===== src/design/nae_pkg.sv =====
// ---------------------------------------------------------------------------
// nae_pkg
// Shared types, codes and the tanh sample function of the NNUE evaluator.
// ---------------------------------------------------------------------------
package nae_pkg;

  // request codes
  localparam logic [2:0] REQ_LOAD   = 3'd0;
  localparam logic [2:0] REQ_ARST   = 3'd1;
  localparam logic [2:0] REQ_ADD    = 3'd2;
  localparam logic [2:0] REQ_REMOVE = 3'd3;
  localparam logic [2:0] REQ_EVAL   = 3'd4;

  // weight tables
  localparam logic [2:0] TBL_FEAT  = 3'd0;
  localparam logic [2:0] TBL_BIAS0 = 3'd1;
  localparam logic [2:0] TBL_L1W   = 3'd2;
  localparam logic [2:0] TBL_L1B   = 3'd3;
  localparam logic [2:0] TBL_L2W   = 3'd4;
  localparam logic [2:0] TBL_L2B   = 3'd5;
  localparam logic [2:0] TBL_L3W   = 3'd6;
  localparam logic [2:0] TBL_L3B   = 3'd7;

  // internal command codes
  localparam logic [1:0] OP_LOAD = 2'd0;
  localparam logic [1:0] OP_ARST = 2'd1;
  localparam logic [1:0] OP_UPD  = 2'd2;
  localparam logic [1:0] OP_EVAL = 2'd3;

  localparam int          FEATURE_COUNT = 768;
  localparam logic [3:0]  PIECE_MAX     = 4'd11;
  localparam logic [3:0]  COLOR_SWAP    = 4'd6;
  localparam logic [5:0]  SQ_FLIP       = 6'd56;
  localparam logic [15:0] ACT_MAX       = 16'd32767;
  localparam int          FRAC_BITS     = 10;
  localparam int          TANH_SPAN_SH  = 12;
  localparam logic [10:0] TANH_ONE      = 11'd1024;

  localparam longint unsigned Q30_ONE      = 64'd1073741824;
  localparam longint unsigned EXP_NEG1_Q30 = 64'd395007542;

  typedef struct packed {
    logic [2:0]         req_type;
    logic [3:0]         piece;
    logic [5:0]         square;
    logic [2:0]         weight_table;
    logic [17:0]        weight_index;
    logic signed [15:0] weight_value;
    logic               side_to_move;
  } in_item_t;

  typedef struct packed {
    logic signed [10:0] score;
    logic               saturated;
  } out_item_t;

  typedef struct packed {
    logic [1:0]         op;
    logic               remove;
    logic               black;
    logic [9:0]         wf;
    logic [9:0]         bf;
    logic [2:0]         tbl;
    logic [17:0]        widx;
    logic signed [15:0] wval;
  } cmd_t;

  // shift-and-subtract quotient, used only while building the tanh samples
  function automatic longint unsigned udiv64(input longint unsigned a,
                                             input longint unsigned b);
    longint unsigned q, rem;
    q   = 64'd0;
    rem = 64'd0;
    for (int bi = 63; bi >= 0; bi--) begin
      rem = {rem[62:0], a[bi]};
      if (rem >= b) begin
        rem   = rem - b;
        q[bi] = 1'b1;
      end
    end
    return q;
  endfunction

  // Q6.10 sample of tanh(4k/n), evaluated at elaboration
  function automatic logic [15:0] tanh_entry(input longint unsigned k,
                                             input longint unsigned n);
    longint unsigned y, ip, f, term, pos, neg, r, e, q;
    y  = udiv64((k * 64'd8) << 30, n);
    ip = y >> 30;
    f  = y & (Q30_ONE - 64'd1);
    term = Q30_ONE;
    pos  = Q30_ONE;
    neg  = 64'd0;
    for (int t = 1; t <= 20; t++) begin
      term = udiv64((term * f) >> 30, 64'(t));
      if (t[0]) neg = neg + term;
      else pos = pos + term;
    end
    r = (pos >= neg) ? pos - neg : 64'd0;
    for (longint unsigned m = 0; m < ip; m++) r = (r * EXP_NEG1_Q30) >> 30;
    e = (r > Q30_ONE) ? Q30_ONE : r;
    q = udiv64(((Q30_ONE - e) << 10) + ((Q30_ONE + e) >> 1), Q30_ONE + e);
    return q[15:0];
  endfunction

endpackage


===== src/design/nae_front.sv =====
// ---------------------------------------------------------------------------
// nae_front
// Accepts input transactions, drops the ones with no effect, maps features
// to table rows and queues commands for the back end in a two-entry FIFO.
// ---------------------------------------------------------------------------
module nae_front #(
  parameter int HIDDEN_WIDTH = 256,
  parameter int LAYER1_WIDTH = 32,
  parameter int LAYER2_WIDTH = 32
) (
  input  logic              clk,
  input  logic              rst_n,
  input  logic              in_valid,
  output logic              in_ready,
  input  nae_pkg::in_item_t in_data,
  input  logic              clr_busy,
  output logic              q_valid,
  input  logic              q_pop,
  output nae_pkg::cmd_t     q_data
);

  localparam int FW_D  = nae_pkg::FEATURE_COUNT * HIDDEN_WIDTH;
  localparam int L1W_D = LAYER1_WIDTH * 2 * HIDDEN_WIDTH;
  localparam int L2W_D = LAYER2_WIDTH * LAYER1_WIDTH;
  localparam int L3W_D = LAYER2_WIDTH + 1;

  nae_pkg::cmd_t fifo_r [2];
  logic          wr_ptr_r, rd_ptr_r;
  logic [1:0]    count_r;
  nae_pkg::cmd_t cmd;
  logic          keep;
  logic          push;
  logic [3:0]    swapped;
  logic [31:0]   idx32;

  assign idx32   = 32'(in_data.weight_index);
  assign swapped = (in_data.piece >= nae_pkg::COLOR_SWAP) ?
                   in_data.piece - nae_pkg::COLOR_SWAP : in_data.piece + nae_pkg::COLOR_SWAP;

  always_comb begin
    cmd.op     = nae_pkg::OP_LOAD;
    cmd.remove = (in_data.req_type == nae_pkg::REQ_REMOVE);
    cmd.black  = in_data.side_to_move;
    cmd.wf     = {in_data.piece, in_data.square ^ nae_pkg::SQ_FLIP};
    cmd.bf     = {swapped, in_data.square};
    cmd.tbl    = in_data.weight_table;
    cmd.widx   = in_data.weight_index;
    cmd.wval   = in_data.weight_value;
    keep       = 1'b0;
    case (in_data.req_type)
      nae_pkg::REQ_LOAD: begin
        cmd.op = nae_pkg::OP_LOAD;
        case (in_data.weight_table)
          nae_pkg::TBL_FEAT:  keep = idx32 < 32'(FW_D);
          nae_pkg::TBL_BIAS0: keep = idx32 < 32'(HIDDEN_WIDTH);
          nae_pkg::TBL_L1W:   keep = idx32 < 32'(L1W_D);
          nae_pkg::TBL_L1B:   keep = idx32 < 32'(LAYER1_WIDTH);
          nae_pkg::TBL_L2W:   keep = idx32 < 32'(L2W_D);
          nae_pkg::TBL_L2B:   keep = idx32 < 32'(LAYER2_WIDTH);
          nae_pkg::TBL_L3W:   keep = idx32 < 32'(L3W_D);
          default: begin
            // output bias lives after the last layer-3 weight
            keep     = (idx32 == 32'd0);
            cmd.tbl  = nae_pkg::TBL_L3W;
            cmd.widx = 18'(LAYER2_WIDTH);
          end
        endcase
      end
      nae_pkg::REQ_ARST: begin
        cmd.op = nae_pkg::OP_ARST;
        keep   = 1'b1;
      end
      nae_pkg::REQ_ADD, nae_pkg::REQ_REMOVE: begin
        cmd.op = nae_pkg::OP_UPD;
        keep   = (in_data.piece <= nae_pkg::PIECE_MAX);
      end
      nae_pkg::REQ_EVAL: begin
        cmd.op = nae_pkg::OP_EVAL;
        keep   = 1'b1;
      end
      default: keep = 1'b0;
    endcase
  end

  assign in_ready = !clr_busy && (count_r != 2'd2);
  assign push     = in_valid && in_ready && keep;
  assign q_valid  = (count_r != 2'd0);
  assign q_data   = fifo_r[rd_ptr_r];

  always_ff @(posedge clk) begin
    if (push) fifo_r[wr_ptr_r] <= cmd;
  end

  always_ff @(posedge clk) begin
    if (!rst_n) begin
      wr_ptr_r <= 1'b0;
      rd_ptr_r <= 1'b0;
      count_r  <= 2'd0;
    end else begin
      if (push) wr_ptr_r <= ~wr_ptr_r;
      if (q_pop) rd_ptr_r <= ~rd_ptr_r;
      case ({push, q_pop})
        2'b10:   count_r <= count_r + 2'd1;
        2'b01:   count_r <= count_r - 2'd1;
        default: count_r <= count_r;
      endcase
    end
  end

endmodule


===== config.mk =====
export PLATFORM = sky130hd
export DESIGN_NAME = nae_front
export DESIGN_NICKNAME = d
export VERILOG_FILES = /design/src/design/nae_pkg.sv /design/src/design/nae_front.sv
export SDC_FILE = /design/constraint.sdc
export NUM_CORES = 1
export LEC_CHECK = 0
export ABC_AREA = 1
export BUFFER_PORTS_ARGS = -buffer_cell sky130_fd_sc_hd__buf_2
export CAP_MARGIN = 20
export CORE_AREA = 2 2 107 109
export DETAILED_ROUTE_END_ITERATION = 6
export DIE_AREA = 0 0 109 111
export GPL_ROUTABILITY_DRIVEN = 1
export PLACE_DENSITY = 0.69
export SLEW_MARGIN = 20
export SYNTH_ARGS = -nofsm -noshare
export SYNTH_HDL_FRONTEND = slang
export SYNTH_SLANG_ARGS = --single-unit

===== constraint.sdc =====
create_clock -name clk -period 11.4 [get_ports clk]
set_input_delay 0.57 -clock clk [delete_from_list [all_inputs] [get_ports clk]]
set_output_delay 0.57 -clock clk [all_outputs]
set_load 0.01 [all_outputs]

==> results of run 1 <==
-- placed cells by master, fill, tap and decap left out, types with 5 or more instances in the layout --
cell type	netlist	layout
o21ai_0	5	5
clkbuf_16	0	17
a21oi_1	11	11
edfxtp_1	114	114
buf_2	6	118
nor2_1	41	40
inv_1	38	37
bufinv_16	0	5
mux2_2	58	58
nand2_1	36	36
-- how the worst max path moves through the flow --
stage          slack, ps       endpoint        start  cells past startpoint
2_1_floorplan       7250   fifo_r[0][0]  in_data[31]                     11
3_3_place_gp        8250  fifo_r[0][18]  in_data[31]                     13
3_5_place_dp        8120  fifo_r[0][17]  in_data[31]                     13
4_1_cts             8530  fifo_r[0][16]  in_data[31]                     13
5_1_grt             8260  fifo_r[0][22]  in_data[31]                     13
6_report            8570  fifo_r[0][23]  in_data[31]                     13
-- kinds of logic after synthesis --
logic type	count (synthesis)	share of synthesized area (%)
muxes	59	13.6
buffers and inverters	51	4.47
DFF	119	72.4
xor gates and xnor gates	1	0.180
and+or+nand+nor	85	6.92
AOI/OAI and AO/OA	16	1.65
adders and majority gates	3	0.771
-- area by class of cell --
type                       instances  share of cell area [%]
clock buffer                      18                    6.89
timing repair buffer             121                    9.84
sequential                       119                    56.6
inverter                          38                    2.29
multi-input combinational        164                    18.2
clock inverter                    14                    3.31
tap                              143                    2.87
-- power by group through the flow --
stage	clock [mW]	sequential [mW]	combinational [mW]
after CTS	0.578	0.497	0.0814
final	0.565	0.497	0.0799
after global routing	0.597	0.498	0.0888
after global placement	0	0.505	0.0793
after floorplan	0	0.503	0.0498
after detailed placement	0	0.506	0.0808
-- routing by layer --
layer / up-vias / GRT usage (%) / part of all wire, % / wire, um
li1: 1422 / - / - / -
met1: 1382 / 17.7 / 41 / 3700
met2: 90 / 26.3 / 51 / 4600
met3: 11 / 5.06 / 5.8 / 518
met4: 0 / 7.61 / 1.4 / 124
met5: - / 0 / 0 / 0
-- flip-flops by register name (all words and copies together), names as in the netlist, named ones only --
register and count:
count_r 2, fifo_r 114, rd_ptr_r 1, wr_ptr_r 1
-- synth_stat cells --
cell type	number	area, um^2
edfxtp_1	114	3420
mux2_2	58	653
nor2_1	41	154
inv_1	38	143
nand2_1	36	135
a21oi_1	11	55.1
buf_2	6	30.0
buf_4	5	37.5
dfxtp_1	5	100
o21ai_0	5	25.0
ha_1	3	37.5
nand3_1	3	15.0
nor2_2	3	18.8
clkbuf_1	2	7.51
and2_2	1	7.51
mux2i_1	1	10.0
nand2_2	1	6.26
xor2_1	1	8.76
==> impl_results.rst, run 1 <==
.. list-table::
   :header-rows: 1

   * - Metric
     - Value
   * - Placer Congestion
     - 0.873
   * - Cells on Worst Hold Path
     - 1
   * - Number of cells in the finished layout apart from fillers
     - 617
   * - Ratio of routed vias to standard cells
     - 4.71
   * - Crit share post-route
     - 24.8%
   * - Share of the yosys chip area belonging to registers
     - 72.4%
   * - Area occupied by multi-input gates
     - 1130 um^2
   * - Inserted Clock Buffers
     - 17
   * - Hold violation count in the final report
     - 0
   * - Critical path class
     - input port to register
   * - Area of the die
     - 12,100 um^2
   * - Netlist area before placement
     - 4870 um^2
   * - Post-CTS Resized
     - 0
   * - Post-layout worst setup margin
     - 8570 ps
   * - Synthesized flop and latch total
     - 119
   * - Placement row count
     - 39
   * - Clock sink total
     - 119
   * - Net Sw Power
     - 229 uW
   * - Number of antenna violations at the first check in global routing
     - 0
   * - Buffers added on ports
     - 118
   * - Total via count in the routed design
     - 2,905
   * - Maximum number of pins on one net before global-route repair
     - 30
   * - Final Routed Wirelength
     - 8950 um
   * - Number of levels the H-tree was split into
     - 4
   * - Outcome
     - finished clean
   * - Synthesized instance count
     - 334
   * - Worst-margin pin slew
     - 841 ps
   * - Internal power component
     - 913 uW
   * - Number of iterations in the first detailed-routing pass
     - 6
   * - Synth cell types
     - 18
   * - Synthesized area per cell
     - 14.6 um^2
   * - Worst Hold Class
     - input port to register
   * - Worst EP required
     - 11,460 ps
   * - Reg2reg setup slack
     - 9000 ps
   * - Mapped Nets
     - 393
   * - Post-route cell area
     - 6230 um^2
   * - Number of antenna repair diodes
     - 0
   * - Antenna-violating nets left
     - 0
   * - Layout Skew
     - 5.86 ps
   * - CP delay by family, top
     - simple AND/OR/NAND/NOR gates
   * - Hold worst-path end
     - fifo_r[0][53]
   * - Total grt overflow
     - 0
   * - Number of setup violations in the final report
     - 0
   * - Crit-path max cell delay
     - 660 ps
   * - Setup Buffers After CTS
     - 0
   * - Width of the die
     - 109 um
   * - Maximum achievable frequency
     - 353 MHz
   * - Cell chain of the critical path
     - buf_2 -> nor2_1 -> nand2_1 -> nor2_2 -> nand2_1 -> nor2_1 -> nand2_1 -> nand2_1 -> nand2_1 -> nand2_2 -> nand2_1 -> nor2_4 -> buf_4
   * - Setup WS pre-CTS
     - 8120 ps
   * - Final sum of negative setup slack
     - 0 ps
   * - Detailed Place HPWL
     - 5970 um
   * - Arr. time, crit path
     - 2890 ps
   * - Fraction of the core area covered by cells at the end of the flow
     - 56.2%
   * - Cell with the biggest individual delay on the critical path
     - nor2_4
   * - Effective utilization at floorplan
     - 43.9%
   * - Number of ports placed on the die boundary
     - 119
   * - Switching share of power
     - 20.0%
   * - Post-DP Area
     - 5590 um^2
   * - Number of cells on the worst reg-to-reg path
     - 6
   * - Hold Crit Start
     - in_data[44]
   * - PwrDens
     - 183 nW/um^2
   * - CTS tree
     - built
   * - Unrepaired setup endpoints after global routing
     - false
   * - Nets
     - 520
   * - Sum of internal, switching and leakage power
     - 1.14 mW
   * - Relative slew slack
     - 43.8%
   * - Register clock-pin slew on the reported worst setup and hold paths
     - 60 ps
   * - Maximum Capacitance Violations
     - 0
   * - First-pass GRT wire length
     - 14,000 um
   * - Number of global-route vias before repair
     - 2,981
   * - Proportion of power drawn by flip-flops and latches
     - 43.5%
   * - Max-slew violations
     - 0
   * - Worst Setup Start Kind
     - input port
   * - Number of cells after detailed placement
     - 585
   * - Fraction of power consumed by combinational cells
     - 7.0%
   * - Wire per inst
     - 14.5 um
   * - Tmin final
     - 2830 ps
   * - CTS root buf
     - clkbuf_16
   * - Total Routing Usage GR
     - 15.7%
   * - Height of the die
     - 111 um
   * - Area growth from synthesis to layout
     - 28.0%
   * - R2R Path Start
     - count_r[0]
   * - DRT iter0 DRCs
     - 106
   * - Filler instances
     - 906
   * - Number of remaining DRC errors
     - 0
   * - Count of hold buffers inserted by post-cts repair
     - 0
   * - Leakage
     - 2.50 nW
   * - Clock power share
     - 49.5%
   * - Register Area
     - 3520 um^2
   * - Highest net fanout along the worst path
     - 29
   * - Type of destination of the critical path
     - register
   * - Number of buffers on the longest clock path
     - 2
   * - Crit path buf inv count
     - 2
   * - Warnings from Yosys
     - 0
   * - Worst skew pair latency
     - 400 ps
   * - Reg2Reg Capture Point
     - fifo_r[0][23]
   * - Worst vdd ir
     - 0.0917 mV
   * - Worst hold margin
     - 352 ps
   * - Fraction of final layout cells sized beyond drive strength 1
     - 45.6%
   * - Core box area
     - 11,100 um^2
   * - Critical Path Most Common Cell
     - nand2_1
(Power assumes the default switching activity.)
==> run 2: changes to the inputs <==
--- a/config.mk
+++ b/config.mk
@@ -5,14 +5,14 @@
 export SDC_FILE = /design/constraint.sdc
 export NUM_CORES = 1
 export LEC_CHECK = 0
-export ABC_AREA = 1
+export ABC_AREA = 0
 export BUFFER_PORTS_ARGS = -buffer_cell sky130_fd_sc_hd__buf_2
 export CAP_MARGIN = 20
-export CORE_AREA = 2 2 107 109
+export CORE_AREA = 2 2 108 110
 export DETAILED_ROUTE_END_ITERATION = 6
-export DIE_AREA = 0 0 109 111
+export DIE_AREA = 0 0 110 112
 export GPL_ROUTABILITY_DRIVEN = 1
-export PLACE_DENSITY = 0.69
+export PLACE_DENSITY = 0.68
 export SLEW_MARGIN = 20
 export SYNTH_ARGS = -nofsm -noshare
 export SYNTH_HDL_FRONTEND = slang
==> constraint.sdc (replaced) <==
create_clock -name clk -period 2.7 [get_ports clk]
set_input_delay 0.135 -clock clk [delete_from_list [all_inputs] [get_ports clk]]
set_output_delay 0.135 -clock clk [all_outputs]
set_load 0.01 [all_outputs]
==> impl_results.rst, run 2 <==
.. list-table::
   :header-rows: 1

   * - Metric
     - Value
   * - Netlist area before placement
     - 4890 um^2 (was 4870 um^2)
   * - Total via count in the routed design
     - 2,969 (was 2,905)
   * - Layout Skew
     - 6.56 ps (was 5.86 ps)
   * - Cell type contributing the most total cell area after synthesis
     - edfxtp_1 (unchanged)
   * - Compound-cell area share of the yosys netlist
     - 3.64% (was 1.65%)
   * - Most common library cells after synthesis
     - 114 x edfxtp_1, 58 x mux2_2, 21 x and2_1 (was 114 x edfxtp_1, 58 x mux2_2, 41 x nor2_1)
   * - Reg2Reg Capture Point
     - count_r[1] (was fifo_r[0][23])
   * - Cell with the biggest individual delay on the critical path
     - a2111oi_4 (was nor2_4)
   * - DRT iter0 DRCs
     - 156 (was 106)
   * - Register clock-pin slew on the reported worst setup and hold paths
     - 50 ps (was 60 ps)
   * - Fraction of final layout cells sized beyond drive strength 1
     - 48.8% (was 45.6%)
   * - Total Routing Usage GR
     - 15.5% (was 15.7%)
   * - Warnings from Yosys
     - 0 (unchanged)
   * - Width of the die
     - 110 um (was 109 um)
   * - Cell chain of the critical path
     - inv_2 -> a2111oi_4 -> o211ai_1 -> and2_1 -> ha_1 -> or3_1 -> a21boi_0 (was buf_2 -> nor2_1 -> nand2_1 -> nor2_2 -> nand2_1 -> nor2_1 -> nand2_1 -> nand2_1 -> nand2_1 -> nand2_2 -> nand2_1 -> nor2_4 -> buf_4)
   * - Worst skew pair latency
     - 400 ps (about the same)
   * - Effective utilization at floorplan
     - 43.7% (was 43.9%)
   * - Number of buffers on the longest clock path
     - 2 (unchanged)
   * - Nets
     - 499 (was 520)
   * - Detailed Place HPWL
     - 5840 um (was 5970 um)
   * - Outcome
     - finished clean (unchanged)
   * - Crit share post-route
     - 90.4%
   * - CTS tree
     - built (unchanged)
   * - Synthesized flop and latch total
     - 119 (unchanged)
   * - Main combinational cell family by area after synthesis
     - multiplexers (unchanged)
   * - Synth cell types
     - 45 (was 18)
   * - Maximum achievable frequency
     - 410 MHz
   * - Worst Hold Class
     - input port to register (unchanged)
   * - Biggest register
     - fifo_r (unchanged)
   * - Synthesized area per cell
     - 17.1 um^2 (was 14.6 um^2)
   * - Reg2reg setup slack
     - 260 ps (was 9000 ps)
   * - Leakage
     - 2.44 nW (was 2.50 nW)
   * - Most common cell after layout, fill and taps aside
     - buf_2 (unchanged)
   * - Unrepaired setup endpoints after global routing
     - false (unchanged)
   * - Primary flip-flop cell chosen by synthesis mapping
     - edfxtp_1 (unchanged)
   * - Worst Setup Start Kind
     - register (was input port)
   * - Buffers added on ports
     - 118 (unchanged)
   * - Number of cells after detailed placement
     - 537 (was 585)
   * - Highest-count cells in the layout ignoring fill and taps
     - 118 x buf_2, 114 x edfxtp_1, 58 x mux2_2 (unchanged)
   * - Number of iterations in the first detailed-routing pass
     - 4 (was 6)
   * - Arr. time, crit path
     - 2760 ps (was 2890 ps)
   * - Area of the die
     - 12,300 um^2 (was 12,100 um^2)
   * - Ratio of routed vias to standard cells
     - 4.98 (was 4.71)
   * - Number of remaining DRC errors
     - 0 (unchanged)
   * - Number of antenna violations at the first check in global routing
     - 0 (unchanged)
   * - Fraction of the core area covered by cells at the end of the flow
     - 58.5% (was 56.2%)
   * - Setup WS pre-CTS
     - 157 ps (was 8120 ps)
   * - Hold violation count in the final report
     - 0 (unchanged)
   * - Xor-xnor portion of the synthesized cell area
     - 0.717% (was 0.180%)
   * - Antenna-violating nets left
     - 0 (unchanged)
   * - Area growth from synthesis to layout
     - 33.8% (was 28.0%)
   * - Worst hold margin
     - 23.2 ps (was 352 ps)
   * - Area fraction in and, or, nand and nor cells after synthesis
     - 6.97% (was 6.92%)
   * - Timing endpoint of the critical path
     - count_r[1] (was fifo_r[0][23])
   * - Worst vdd ir
     - 0.368 mV (was 0.0917 mV)
   * - Number of ports placed on the die boundary
     - 119 (unchanged)
   * - Synthesized instance count
     - 285 (was 334)
   * - First-pass GRT wire length
     - 14,400 um (was 14,000 um)
   * - Number of global-route vias before repair
     - 3,082 (was 2,981)
   * - Placer Congestion
     - 0.798 (was 0.873)
   * - R2R Path Start
     - count_r[0] (unchanged)
   * - Number of cells on the worst reg-to-reg path
     - 7 (was 6)
   * - CTS root buf
     - clkbuf_16 (unchanged)
   * - Total grt overflow
     - 0 (unchanged)
   * - Wire per inst
     - 15.4 um (was 14.5 um)
   * - Fraction of the mapped netlist area in adder cells
     - 0.768% (was 0.771%)
   * - Inserted Clock Buffers
     - 17 (unchanged)
   * - Max-slew violations
     - 0 (unchanged)
   * - Mapped Nets
     - 344 (was 393)
   * - Height of the die
     - 112 um (was 111 um)
   * - Number of cells in the finished layout apart from fillers
     - 596 (was 617)
   * - Ys async rst share
     - 0% (unchanged)
   * - Clock sink total
     - 119 (unchanged)
   * - Number of levels the H-tree was split into
     - 4 (unchanged)
   * - PwrDens
     - 729 nW/um^2 (was 183 nW/um^2)
   * - CP delay by family, top
     - compound AO/OA/AOI/OAI gates (was simple AND/OR/NAND/NOR gates)
   * - Final Routed Wirelength
     - 9170 um (was 8950 um)
   * - Post-layout worst setup margin
     - 258 ps (was 8570 ps)
   * - Filler instances
     - 892 (was 906)
   * - Maximum number of pins on one net before global-route repair
     - 58 (was 30)
   * - Number of gates on the worst path with buffers counted
     - 7 (was 13)
   * - Number of setup violations in the final report
     - 0 (unchanged)
   * - Number of antenna repair diodes
     - 0 (unchanged)
   * - EDFF count, synth
     - 114 (unchanged)
   * - Worst-margin pin slew
     - 621 ps (was 841 ps)
   * - Type of destination of the critical path
     - register (unchanged)
   * - Maximum Capacitance Violations
     - 0 (unchanged)
   * - Worst EP required
     - 3020 ps (was 11,460 ps)
   * - Multiplexer area fraction after synthesis
     - 13.6% (about the same)
   * - Worst setup path start
     - count_r[0] (was in_data[31])
   * - Crit path buf inv count
     - 1 (was 2)
   * - Tmin final
     - 2440 ps
   * - Highest net fanout along the worst path
     - 5 (was 29)
   * - Main area contributors after synthesis
     - edfxtp_1 70%, mux2_2 13%, and2_1 2.7% (was edfxtp_1 70%, mux2_2 13%, nor2_1 3.2%)
   * - Crit-path max cell delay
     - 470 ps (was 660 ps)
   * - Hold Crit Start
     - in_data[45] (was in_data[44])
   * - Fraction of synthesized cell area taken by the top area cell type
     - 70.1% (was 70.3%)
   * - Core box area
     - 11,200 um^2 (was 11,100 um^2)
   * - Relative slew slack
     - 58.6% (was 43.8%)
   * - Placement row count
     - 39 (unchanged)
   * - Share of the yosys chip area belonging to registers
     - 72.1% (was 72.4%)
   * - Critical path class
     - register to register (was input port to register)
   * - Count leader, synth
     - edfxtp_1 (unchanged)
   * - Max FFs per register
     - 114 (unchanged)
   * - Largest registers in the final layout
     - fifo_r x114, count_r x2 (unchanged)
-- run 2: cell count changes in the layout (fill, tap and decap cells not counted), moves of 4 or more --
cell	previous run	this run
nor2_1	40	3
nand2_1	36	7
o211ai_1	0	4
a21oi_1	11	3
inv_1	37	10
and2_1	0	21
dlygate4sd3_1	0	27
-- run 2: cell type report --
type | instances | area, um^2 | share of cell area, %
repair buffers | 149 | 928 | 14.2
clock inverters | 15 | 161 | 2.47
clock buffers | 17 | 425 | 6.51
inverters | 11 | 41.3 | 0.632
well taps | 143 | 179 | 2.74
flip-flops and latches | 119 | 3520 | 53.9
multi-input cells | 142 | 1280 | 19.5
-- run 2: per-layer routing --
layer | wire [um] | vias up | track usage, %
met5 | 0 | - | 0
met4 | 197 | 0 | 7.09
met3 | 517 | 14 | 5.39
met2 | 4620 | 96 | 25.5
met1 | 3840 | 1463 | 18.1
li1 | - | 1396 | -
-- run 2: power by group --
group / internal (mW) / total, mW / switching (mW)
Sequential: 2.09 / 2.13 / 0.0356
Combinational: 0.230 / 0.446 / 0.216
Clock: 1.43 / 2.19 / 0.760
Total: 3.75 / 4.77 / 1.01
-- run 2: how the worst min path moves through the flow --
stage / end / slack [ps] / depth (start not counted)
after floorplan: fifo_r[0][0] / 230 / 0
after global placement: fifo_r[1][9] / 320 / 1
after detailed placement: fifo_r[0][57] / 330 / 1
final: fifo_r[1][54] / 20 / 1
after global routing: fifo_r[1][54] / 20 / 1
after CTS: fifo_r[1][54] / 5 / 1
-- run 2: cells by family after synthesis --
kind of cell | Yosys count
AOI/OAI and AO/OA | 21
xor gates and xnor gates | 4
adders and majority gates | 3
buffers and inverters | 24
DFF | 119
muxes | 59
and+or+nand+nor | 55
-- run 2: metrics by stage --
stage	total power, mW	TNS (ps)	area [um^2]
2_1_floorplan	2.40	-58870	4890
3_3_place_gp	2.57	0	5680
3_5_place_dp	2.58	0	5680
4_1_cts	4.83	0	6540
5_1_grt	4.94	0	6540
6_report	4.77	0	6540
-- run 2: what timing repair did --
action	CTS	global route
hold buffers	27	0
resized for setup	0	0
buffers inserted	0	0
hold endpoints to repair	55	0
endpoints found under the setup margin	0	0
